## src/rtl/core/y2r_pkg.sv

```systemverilog
`timescale 1ns / 1ps
// ----------------------------------------------------------------------------
// y2r_pkg
// Shared constants and types for the 4:2:0 block to RGB color converter.
// ----------------------------------------------------------------------------
package y2r_pkg;

    // Widths of the datapath
    localparam int BYTE_W   = 8;
    localparam int CHROMA_W = 9;   // chroma with offset removed, signed
    localparam int TERM_W   = 25;  // scaled chroma terms, signed
    localparam int SUM_W    = 27;  // chroma term plus scaled luma, signed
    localparam int PIX_W    = 24;

    // 16.16 fixed-point color constants
    localparam logic signed [TERM_W-1:0] RV_SCALE = 25'sd91881;
    localparam logic signed [TERM_W-1:0] GU_SCALE = -25'sd22553;
    localparam logic signed [TERM_W-1:0] GV_SCALE = -25'sd46801;
    localparam logic signed [TERM_W-1:0] BU_SCALE = 25'sd116129;
    localparam logic signed [CHROMA_W-1:0] CHROMA_OFFSET = 9'sd128;

    // Clip thresholds
    localparam logic signed [SUM_W-1:0] CLIP_HIGH = 27'sd16777215;
    localparam logic signed [SUM_W-1:0] CLIP_LOW  = 27'sd65535;

    // Configuration register indexes
    typedef enum logic [0:0] {
        CFG_OUTPUT_MODE = 1'b0,
        CFG_SWAP_CHROMA = 1'b1
    } t_cfg_index;

    // Output packing modes
    typedef enum logic [0:0] {
        MODE_RGB888 = 1'b0,
        MODE_RGB565 = 1'b1
    } t_out_mode;

    // Stage load enables handed to each pixel slice
    typedef struct packed {
        logic load_clip;
        logic load_pack;
    } t_pix_ctl;

endpackage

```

## src/rtl/core/yuv420_block_to_rgb_unit.sv

```systemverilog
`timescale 1ns / 1ps
// ----------------------------------------------------------------------------
// yuv420_block_to_rgb_unit
// Color conversion of one 2x2 block of 4:2:0 video to four RGB pixels.
// ----------------------------------------------------------------------------
// The unit takes one 2x2 luma block with its shared Cb and Cr bytes per
// request and returns the four converted pixels. It is a five-stage
// pipeline (offset removal, chroma multiply, term select and green sum,
// luma add and clip, pack), so one block enters every cycle and one
// leaves every cycle as long as the output side takes it; a stall on
// the output backs up the pipeline without losing or repeating a block.
// Write output_mode and swap_chroma_order only while the pipeline is empty.
// ----------------------------------------------------------------------------
module yuv420_block_to_rgb_unit (
    input  logic        i_clk,
    input  logic        i_rst_n,
    // Configuration write port
    input  logic        i_cfg_we,
    input  logic [0:0]  i_cfg_index,
    input  logic [0:0]  i_cfg_data,
    // Input stream
    input  logic        s_axis_tvalid,
    output logic        s_axis_tready,
    // luma_top_left[7:0], luma_top_right[15:8], luma_bottom_left[23:16],
    // luma_bottom_right[31:24], chroma_blue[39:32], chroma_red[47:40]
    input  logic [47:0] s_axis_tdata,
    // Output stream
    output logic        m_axis_tvalid,
    input  logic        m_axis_tready,
    // pixel_top_left[23:0], pixel_top_right[47:24], pixel_bottom_left[71:48],
    // pixel_bottom_right[95:72]
    output logic [95:0] m_axis_tdata
);
    import y2r_pkg::*;

    localparam int NUM_PIX = 4;

    // Configuration registers
    t_out_mode r_output_mode;
    logic      r_swap_chroma;

    // Stage valid bits and ready chain
    logic r_v1, r_v2, r_v3, r_v4, r_v5;
    logic c_rdy1, c_rdy2, c_rdy3, c_rdy4, c_rdy5;

    // Stage 1: luma and offset-free chroma
    logic [BYTE_W-1:0]          r1_luma [NUM_PIX];
    logic signed [CHROMA_W-1:0] r1_cb;
    logic signed [CHROMA_W-1:0] r1_cr;

    // Stage 2: chroma products
    logic [BYTE_W-1:0]          r2_luma [NUM_PIX];
    logic signed [TERM_W-1:0]   c_cb_ext;
    logic signed [TERM_W-1:0]   c_cr_ext;
    logic signed [TERM_W-1:0]   r2_cr_term;
    logic signed [TERM_W-1:0]   r2_cb_term;
    logic signed [TERM_W-1:0]   r2_gu_term;
    logic signed [TERM_W-1:0]   r2_gv_term;

    // Stage 3: selected first, green and third terms
    logic [BYTE_W-1:0]          r3_luma [NUM_PIX];
    logic signed [TERM_W-1:0]   r3_first;
    logic signed [TERM_W-1:0]   r3_green;
    logic signed [TERM_W-1:0]   r3_third;

    t_pix_ctl          c_pix_ctl;
    logic [PIX_W-1:0]  c_pixel [NUM_PIX];

    // Take configuration writes
    always_ff @(posedge i_clk) begin
        if (!i_rst_n) begin
            r_output_mode <= MODE_RGB888;
            r_swap_chroma <= 1'b1;
        end else if (i_cfg_we) begin
            unique case (t_cfg_index'(i_cfg_index))
                CFG_OUTPUT_MODE: r_output_mode <= t_out_mode'(i_cfg_data);
                CFG_SWAP_CHROMA: r_swap_chroma <= i_cfg_data[0];
                default:         r_swap_chroma <= r_swap_chroma;
            endcase
        end
    end

    // A stage advances when it is empty or the next one advances
    assign c_rdy5 = !r_v5 || m_axis_tready;
    assign c_rdy4 = !r_v4 || c_rdy5;
    assign c_rdy3 = !r_v3 || c_rdy4;
    assign c_rdy2 = !r_v2 || c_rdy3;
    assign c_rdy1 = !r_v1 || c_rdy2;
    assign s_axis_tready = c_rdy1;

    always_ff @(posedge i_clk) begin
        if (!i_rst_n) begin
            r_v1 <= 1'b0;
            r_v2 <= 1'b0;
            r_v3 <= 1'b0;
            r_v4 <= 1'b0;
            r_v5 <= 1'b0;
        end else begin
            if (c_rdy1) r_v1 <= s_axis_tvalid;
            if (c_rdy2) r_v2 <= r_v1;
            if (c_rdy3) r_v3 <= r_v2;
            if (c_rdy4) r_v4 <= r_v3;
            if (c_rdy5) r_v5 <= r_v4;
        end
    end

    // Stage 1: capture the request and drop the chroma offset
    always_ff @(posedge i_clk) begin
        if (c_rdy1) begin
            for (int k = 0; k < NUM_PIX; k++) begin
                r1_luma[k] <= s_axis_tdata[k*BYTE_W +: BYTE_W];
            end
            r1_cb <= $signed({1'b0, s_axis_tdata[39:32]}) - CHROMA_OFFSET;
            r1_cr <= $signed({1'b0, s_axis_tdata[47:40]}) - CHROMA_OFFSET;
        end
    end

    // Stage 2: scale chroma by the fixed-point constants
    assign c_cb_ext = $signed({{(TERM_W-CHROMA_W){r1_cb[CHROMA_W-1]}}, r1_cb});
    assign c_cr_ext = $signed({{(TERM_W-CHROMA_W){r1_cr[CHROMA_W-1]}}, r1_cr});

    always_ff @(posedge i_clk) begin
        if (c_rdy2) begin
            r2_luma    <= r1_luma;
            r2_cr_term <= c_cr_ext * RV_SCALE;
            r2_cb_term <= c_cb_ext * BU_SCALE;
            r2_gu_term <= c_cb_ext * GU_SCALE;
            r2_gv_term <= c_cr_ext * GV_SCALE;
        end
    end

    // Stage 3: sum the green term and order red and blue
    always_ff @(posedge i_clk) begin
        if (c_rdy3) begin
            r3_luma  <= r2_luma;
            r3_green <= r2_gu_term + r2_gv_term;
            if (r_swap_chroma) begin
                r3_first <= r2_cr_term;
                r3_third <= r2_cb_term;
            end else begin
                r3_first <= r2_cb_term;
                r3_third <= r2_cr_term;
            end
        end
    end

    // Stages 4 and 5: per-pixel clip and pack
    assign c_pix_ctl.load_clip = c_rdy4;
    assign c_pix_ctl.load_pack = c_rdy5;

    for (genvar p = 0; p < NUM_PIX; p++) begin : g_pix
        y2r_pixel u_pixel (
            .i_clk   (i_clk),
            .i_ctl   (c_pix_ctl),
            .i_mode  (r_output_mode),
            .i_luma  (r3_luma[p]),
            .i_first (r3_first),
            .i_green (r3_green),
            .i_third (r3_third),
            .o_pixel (c_pixel[p])
        );
        assign m_axis_tdata[p*PIX_W +: PIX_W] = c_pixel[p];
    end

    assign m_axis_tvalid = r_v5;

`ifndef SYNTHESIS
    // An empty pipeline always takes a request
    a_empty_ready: assert property (@(posedge i_clk) disable iff (!i_rst_n)
        !(r_v1 || r_v2 || r_v3 || r_v4 || r_v5) |-> s_axis_tready)
        else $error("empty pipeline refused a request");

    // A ready output side lets the whole pipeline advance
    a_ready_chain: assert property (@(posedge i_clk) disable iff (!i_rst_n)
        m_axis_tready |-> s_axis_tready)
        else $error("ready chain broken with output ready");

    // RGB565 leaves the top byte of every pixel clear
    a_565_top_clear: assert property (@(posedge i_clk) disable iff (!i_rst_n)
        (m_axis_tvalid && (r_output_mode == MODE_RGB565)) |->
            (m_axis_tdata[23:16] == 8'h00) && (m_axis_tdata[47:40] == 8'h00) &&
            (m_axis_tdata[71:64] == 8'h00) && (m_axis_tdata[95:88] == 8'h00))
        else $error("RGB565 pixel has nonzero top byte");
`endif

endmodule

```

## src/rtl/core/y2r_pixel.sv

```systemverilog
`timescale 1ns / 1ps
// ----------------------------------------------------------------------------
// y2r_pixel
// One pixel slice: adds scaled luma to the three chroma terms, clips each
// sum to a byte, then packs the bytes as RGB888 or RGB565.
// ----------------------------------------------------------------------------
module y2r_pixel (
    input  logic                                 i_clk,
    input  y2r_pkg::t_pix_ctl                    i_ctl,
    input  y2r_pkg::t_out_mode                   i_mode,
    input  logic [y2r_pkg::BYTE_W-1:0]           i_luma,
    input  logic signed [y2r_pkg::TERM_W-1:0]    i_first,
    input  logic signed [y2r_pkg::TERM_W-1:0]    i_green,
    input  logic signed [y2r_pkg::TERM_W-1:0]    i_third,
    output logic [y2r_pkg::PIX_W-1:0]            o_pixel
);
    import y2r_pkg::*;

    logic signed [SUM_W-1:0] c_luma_term;
    logic signed [SUM_W-1:0] c_sum_first;
    logic signed [SUM_W-1:0] c_sum_green;
    logic signed [SUM_W-1:0] c_sum_third;
    logic [BYTE_W-1:0]       n_first;
    logic [BYTE_W-1:0]       n_green;
    logic [BYTE_W-1:0]       n_third;
    logic [BYTE_W-1:0]       r_first;
    logic [BYTE_W-1:0]       r_green;
    logic [BYTE_W-1:0]       r_third;
    logic [PIX_W-1:0]        n_pixel;
    logic [PIX_W-1:0]        r_pixel;

    function automatic logic [BYTE_W-1:0] clip_byte(input logic signed [SUM_W-1:0] s);
        logic [BYTE_W-1:0] b;
        if (s > CLIP_HIGH) begin
            b = 8'hFF;
        end else if (s <= CLIP_LOW) begin
            b = 8'h00;
        end else begin
            b = s[23:16];
        end
        return b;
    endfunction

    // Luma scaled by 65536 is a shift
    assign c_luma_term = $signed({3'b000, i_luma, 16'h0000});

    // Add and clip each channel
    always_comb begin
        c_sum_first = $signed({{(SUM_W-TERM_W){i_first[TERM_W-1]}}, i_first}) + c_luma_term;
        c_sum_green = $signed({{(SUM_W-TERM_W){i_green[TERM_W-1]}}, i_green}) + c_luma_term;
        c_sum_third = $signed({{(SUM_W-TERM_W){i_third[TERM_W-1]}}, i_third}) + c_luma_term;
        n_first     = clip_byte(c_sum_first);
        n_green     = clip_byte(c_sum_green);
        n_third     = clip_byte(c_sum_third);
    end

    always_ff @(posedge i_clk) begin
        if (i_ctl.load_clip) begin
            r_first <= n_first;
            r_green <= n_green;
            r_third <= n_third;
        end
    end

    // Pack the clipped bytes
    always_comb begin
        unique case (i_mode)
            MODE_RGB565: n_pixel = {8'h00, r_third[7:3], r_green[7:5],
                                    r_green[4:2], r_first[7:3]};
            MODE_RGB888: n_pixel = {r_third, r_green, r_first};
            default:     n_pixel = {r_third, r_green, r_first};
        endcase
    end

    always_ff @(posedge i_clk) begin
        if (i_ctl.load_pack) begin
            r_pixel <= n_pixel;
        end
    end

    assign o_pixel = r_pixel;

endmodule

```

## config.mk

```make
export PLATFORM = sky130hd
export DESIGN_NAME = yuv420_block_to_rgb_unit
export DESIGN_NICKNAME = d
export VERILOG_FILES = /design/src/rtl/core/y2r_pkg.sv /design/src/rtl/core/yuv420_block_to_rgb_unit.sv /design/src/rtl/core/y2r_pixel.sv
export SDC_FILE = /design/constraint.sdc
export NUM_CORES = 1
export LEC_CHECK = 0
export BUFFER_PORTS_ARGS = -buffer_cell sky130_fd_sc_hd__buf_2
export CAP_MARGIN = 40
export CORE_MARGIN = 1
export CORE_UTILIZATION = 68
export DETAILED_ROUTE_END_ITERATION = 16
export PLACE_DENSITY = 0.94
export REMOVE_ABC_BUFFERS = 1
export SLEW_MARGIN = 20
export SYNTH_ARGS = -nofsm -noshare
export SYNTH_HDL_FRONTEND = slang
export SYNTH_HIERARCHICAL = 1
export SYNTH_SLANG_ARGS = --single-unit
```

## constraint.sdc

```tcl
create_clock -name i_clk -period 13.8 [get_ports i_clk]
set_input_delay 0.69 -clock i_clk [delete_from_list [all_inputs] [get_ports i_clk]]
set_output_delay 0.69 -clock i_clk [all_outputs]
set_load 0.01 [all_outputs]
```

==> results.txt <==
----------------------------------------------------
[Clocking]
  Clock tree from TritonCTS ... built
  Post-cts resize count ... 0
  Number of buffers inserted by hold repair at cts ... 0
  Insertion delay of the later-clocked pin in the worst-skew pair ... 0.58 ns
  Inserted Clock Buffers ... 42
  Max clock buf depth ... 3
  Number of post-CTS setup repair buffers ... 0
  Clock root buffer ... sky130_fd_sc_hd__clkbuf_16
  H-tree levels ... 2
  CTS Sinks ... ~400
  Clock Pin Slew Worst Setup and Hold Paths ... 0.07 ns

[Placement]
  HPWL reported at the end of detailed placement ... 51490 um
  Setup WS pre-CTS ... between 8 and 9 ns
  Number of instances in the placed design ... 3075
  GP Congestion ... 0.9528
  Number of buffer cells added on primary ports ... 152

[Layout]
  Antenna diode count ... 0
  Commonest non-fill, non-tap cells in the layout ... sky130_fd_sc_hd__ha_1 (400), sky130_fd_sc_hd__edfxtp_1 (399), sky130_fd_sc_hd__inv_1 (317)
  Area of the multi-input gates ... 15740 um^2
  Util after Layout ... roughly 76%
  Most common cell after layout, fill and taps aside ... sky130_fd_sc_hd__ha_1
  Number of non-filler instances in the completed layout ... between 3000 and 4000
  FF/Latch Area ... roughly 12000 um^2
  Fillers ... 2594
  Share of layout cells above drive strength 1 ... 14.72%
  Fin nets ... 3194
  Area delta synth->final ... 9.935%

[Worst setup path]
  R2r endpoint ... r2_gv_term[23]
  Crit path capture type ... register
  Source of the worst register-to-register timing path ... r1_cr[7]
  Required time at the endpoint of the critical path ... 14.13 ns
  Register-to-Register Setup Slack ... 8.16 ns
  Data arrival time of the worst path ... 5.97 ns
  Cell depth of the worst flop-to-flop path ... 16
  Worst setup SP type ... register
  Largest fanout on the critical path ... 14
  Type of the worst setup path ... register to register

[Worst hold path]
  Worst hold path class ... input port to register
  Worst Hold Path Cells ... 1
  Endpoint of the worst hold path ... r1_luma[7]
  Worst min-delay path startpoint ... s_axis_tdata[31]

[Power]
  Switching Share ... 41.40%
  Portion of total power attributed to combinational logic ... 54.4%
  Internal Power ... between 4 and 5 mW
  Maximum vdd ir drop ... 0.0001987 V
  Reg power frac ... between 30% and 40%
  Power density normalized to cell area ... 243.3 nW/um^2
  P_leak ... roughly 15 nW
  Switching power ... 3.226 mW
  Share of power burned in the clock network ... 14.6%

[Route]
  Number of routed nets with antenna violations ... 0
  Number of vias per cell ... 6.077
  Total vias in the final route ... 19170
  DRC Markers ... 0
  Iteration count of the initial detailed-routing pass ... 8
  Total length of routed wires ... between 60000 and 70000 um
  Count of routing violations after the opening detailed-route iteration ... 1363
  Average detailed-routed wire length per instance ... 21.37 um

[Timing]
  Worst Slack Setup Final ... 8.156 ns
  Number of hold violations in the final report ... 0
  Accumulated negative setup slack ... 0 ns
  Max Freq ... 177.2 MHz
  Final setup violating endpoints ... 0
  Final number of max-transition violations ... 0
  Unrepaired setup endpoints after global routing ... false
  Ratio of final minimum period to clock period ... about 40%
  Transition at the pin with the smallest max-transition slack ... 0.8462 ns
  Worst-case hold slack ... 0.2853 ns
  Clock skew after layout ... 0.01921 ns
  Fin crit period ... 5.644 ns
  Worst slew margin relative to its limit ... roughly 44%

[Synthesis]
  Mapped Cells ... 2399
  YS warnings ... 6
  Syn Std Cell Area ... 29130 um^2
  Syn Area/Cell ... around 12 um^2

[Global routing]
  Maximum number of pins on one net before global-route repair ... 74
  Overall global routing resource usage ... 31.46%
  Number of antenna violations at the first check in global routing ... 1
  GRT Residual Overflow ... 0
  Number of global-route vias before repair ... 19940
  First-pass GRT wire length ... 106200 um

[Die]
  Count of pins on the block boundary ... 153
  Chip width ... about 210 um
  Die height ... 209.0 um
  Row count ... 75
  Placeable core region ... 42130 um^2
  Die ar. ... 43670 um^2
  Starting Density ... 69.13%

[Flow run]
  Max-cap violations ... 0

[Outcome]
  Run status ... finished clean

----------------------------------------------------
==> worst max-delay path, stage by stage, from the launching register on <==
cell	delay, ns
sky130_fd_sc_hd__edfxtp_1	0.85
sky130_fd_sc_hd__inv_1	0.27
sky130_fd_sc_hd__ha_1	0.56
sky130_fd_sc_hd__ha_1	0.22
sky130_fd_sc_hd__inv_1	0.06
sky130_fd_sc_hd__fa_1	0.51
sky130_fd_sc_hd__fa_1	0.55
sky130_fd_sc_hd__inv_1	0.05
sky130_fd_sc_hd__fa_1	0.46
sky130_fd_sc_hd__ha_1	0.36
sky130_fd_sc_hd__o21ai_0	0.22
sky130_fd_sc_hd__nor2_2	0.09
sky130_fd_sc_hd__o31ai_4	0.28
sky130_fd_sc_hd__nor3_2	0.13
sky130_fd_sc_hd__o311ai_2	0.33
sky130_fd_sc_hd__nand2_1	0.10
sky130_fd_sc_hd__a311o_1	0.35
==> registers in the layout, indices dropped and copies added (netlist names), 8 cells and up <==
name                   count
g_pix.u_pixel/r_first     32
g_pix.u_pixel/r_green     32
r2_cr_term                10
r2_cb_term                10
r3_luma                   32
r1_luma                   32
r1_cr                      8
g_pix.u_pixel/o_pixel     96
g_pix.u_pixel/r_third     32
r1_cb                      8
r3_green                   9
r3_third                   9
r2_luma                   32
r2_gu_term                24
r2_gv_term                24
r3_first                   9
==> how the worst max path moves through the flow <==
stage                     slack [ns]              to      from  depth (start not counted)
after floorplan                 8.84  r2_gv_term[23]  r1_cr[7]                         16
after global placement          8.30  r2_gv_term[23]  r1_cr[7]                         16
after CTS                       8.14  r2_gv_term[23]  r1_cr[7]                         16
after detailed placement        8.13  r2_gv_term[23]  r1_cr[7]                         16
final                           8.16  r2_gv_term[23]  r1_cr[7]                         16
after global routing            7.80  r2_gv_term[23]  r1_cr[7]                         16
==> per-stage QoR <==
stage                     power [mW]  cell area, um^2
after floorplan                5.372            29030
after global placement         6.329            30540
after detailed placement       6.568            30590
after CTS                      7.766            31970
after global routing           8.352            32020
final                          7.792            32020
==> final cells by class <==
| type | instances | area share (%) |
|---|---|---|
| timing repair buffer | 162 | 2.837 |
| clock buffer | 50 | 3.505 |
| sequential | 406 | 37.86 |
| clock inverter | 27 | 0.8088 |
| inverter | 319 | 3.743 |
| tap | 539 | 2.106 |
| multi-input combinational | 1651 | 49.14 |
==> per-layer routing <==
layer  up-vias  GRT usage, %  wire [um]
met2       649         54.92      33840
met5         -             0          0
met4         0         14.00       2976
met1      9330         39.23      27270
li1       8999             -          -
met3       190         4.043       3310
==> power by group through the flow <==
stage               clock [mW]  sequential (mW)  combinational (mW)
floorplan                    0             2.34                3.03
global placement             0             2.40                3.93
detailed placement           0             2.42                4.14
CTS                       1.15             2.41                4.20
global route              1.20             2.45                4.71
finish                    1.14             2.42                4.24
Power figures use the tool's default switching activity.
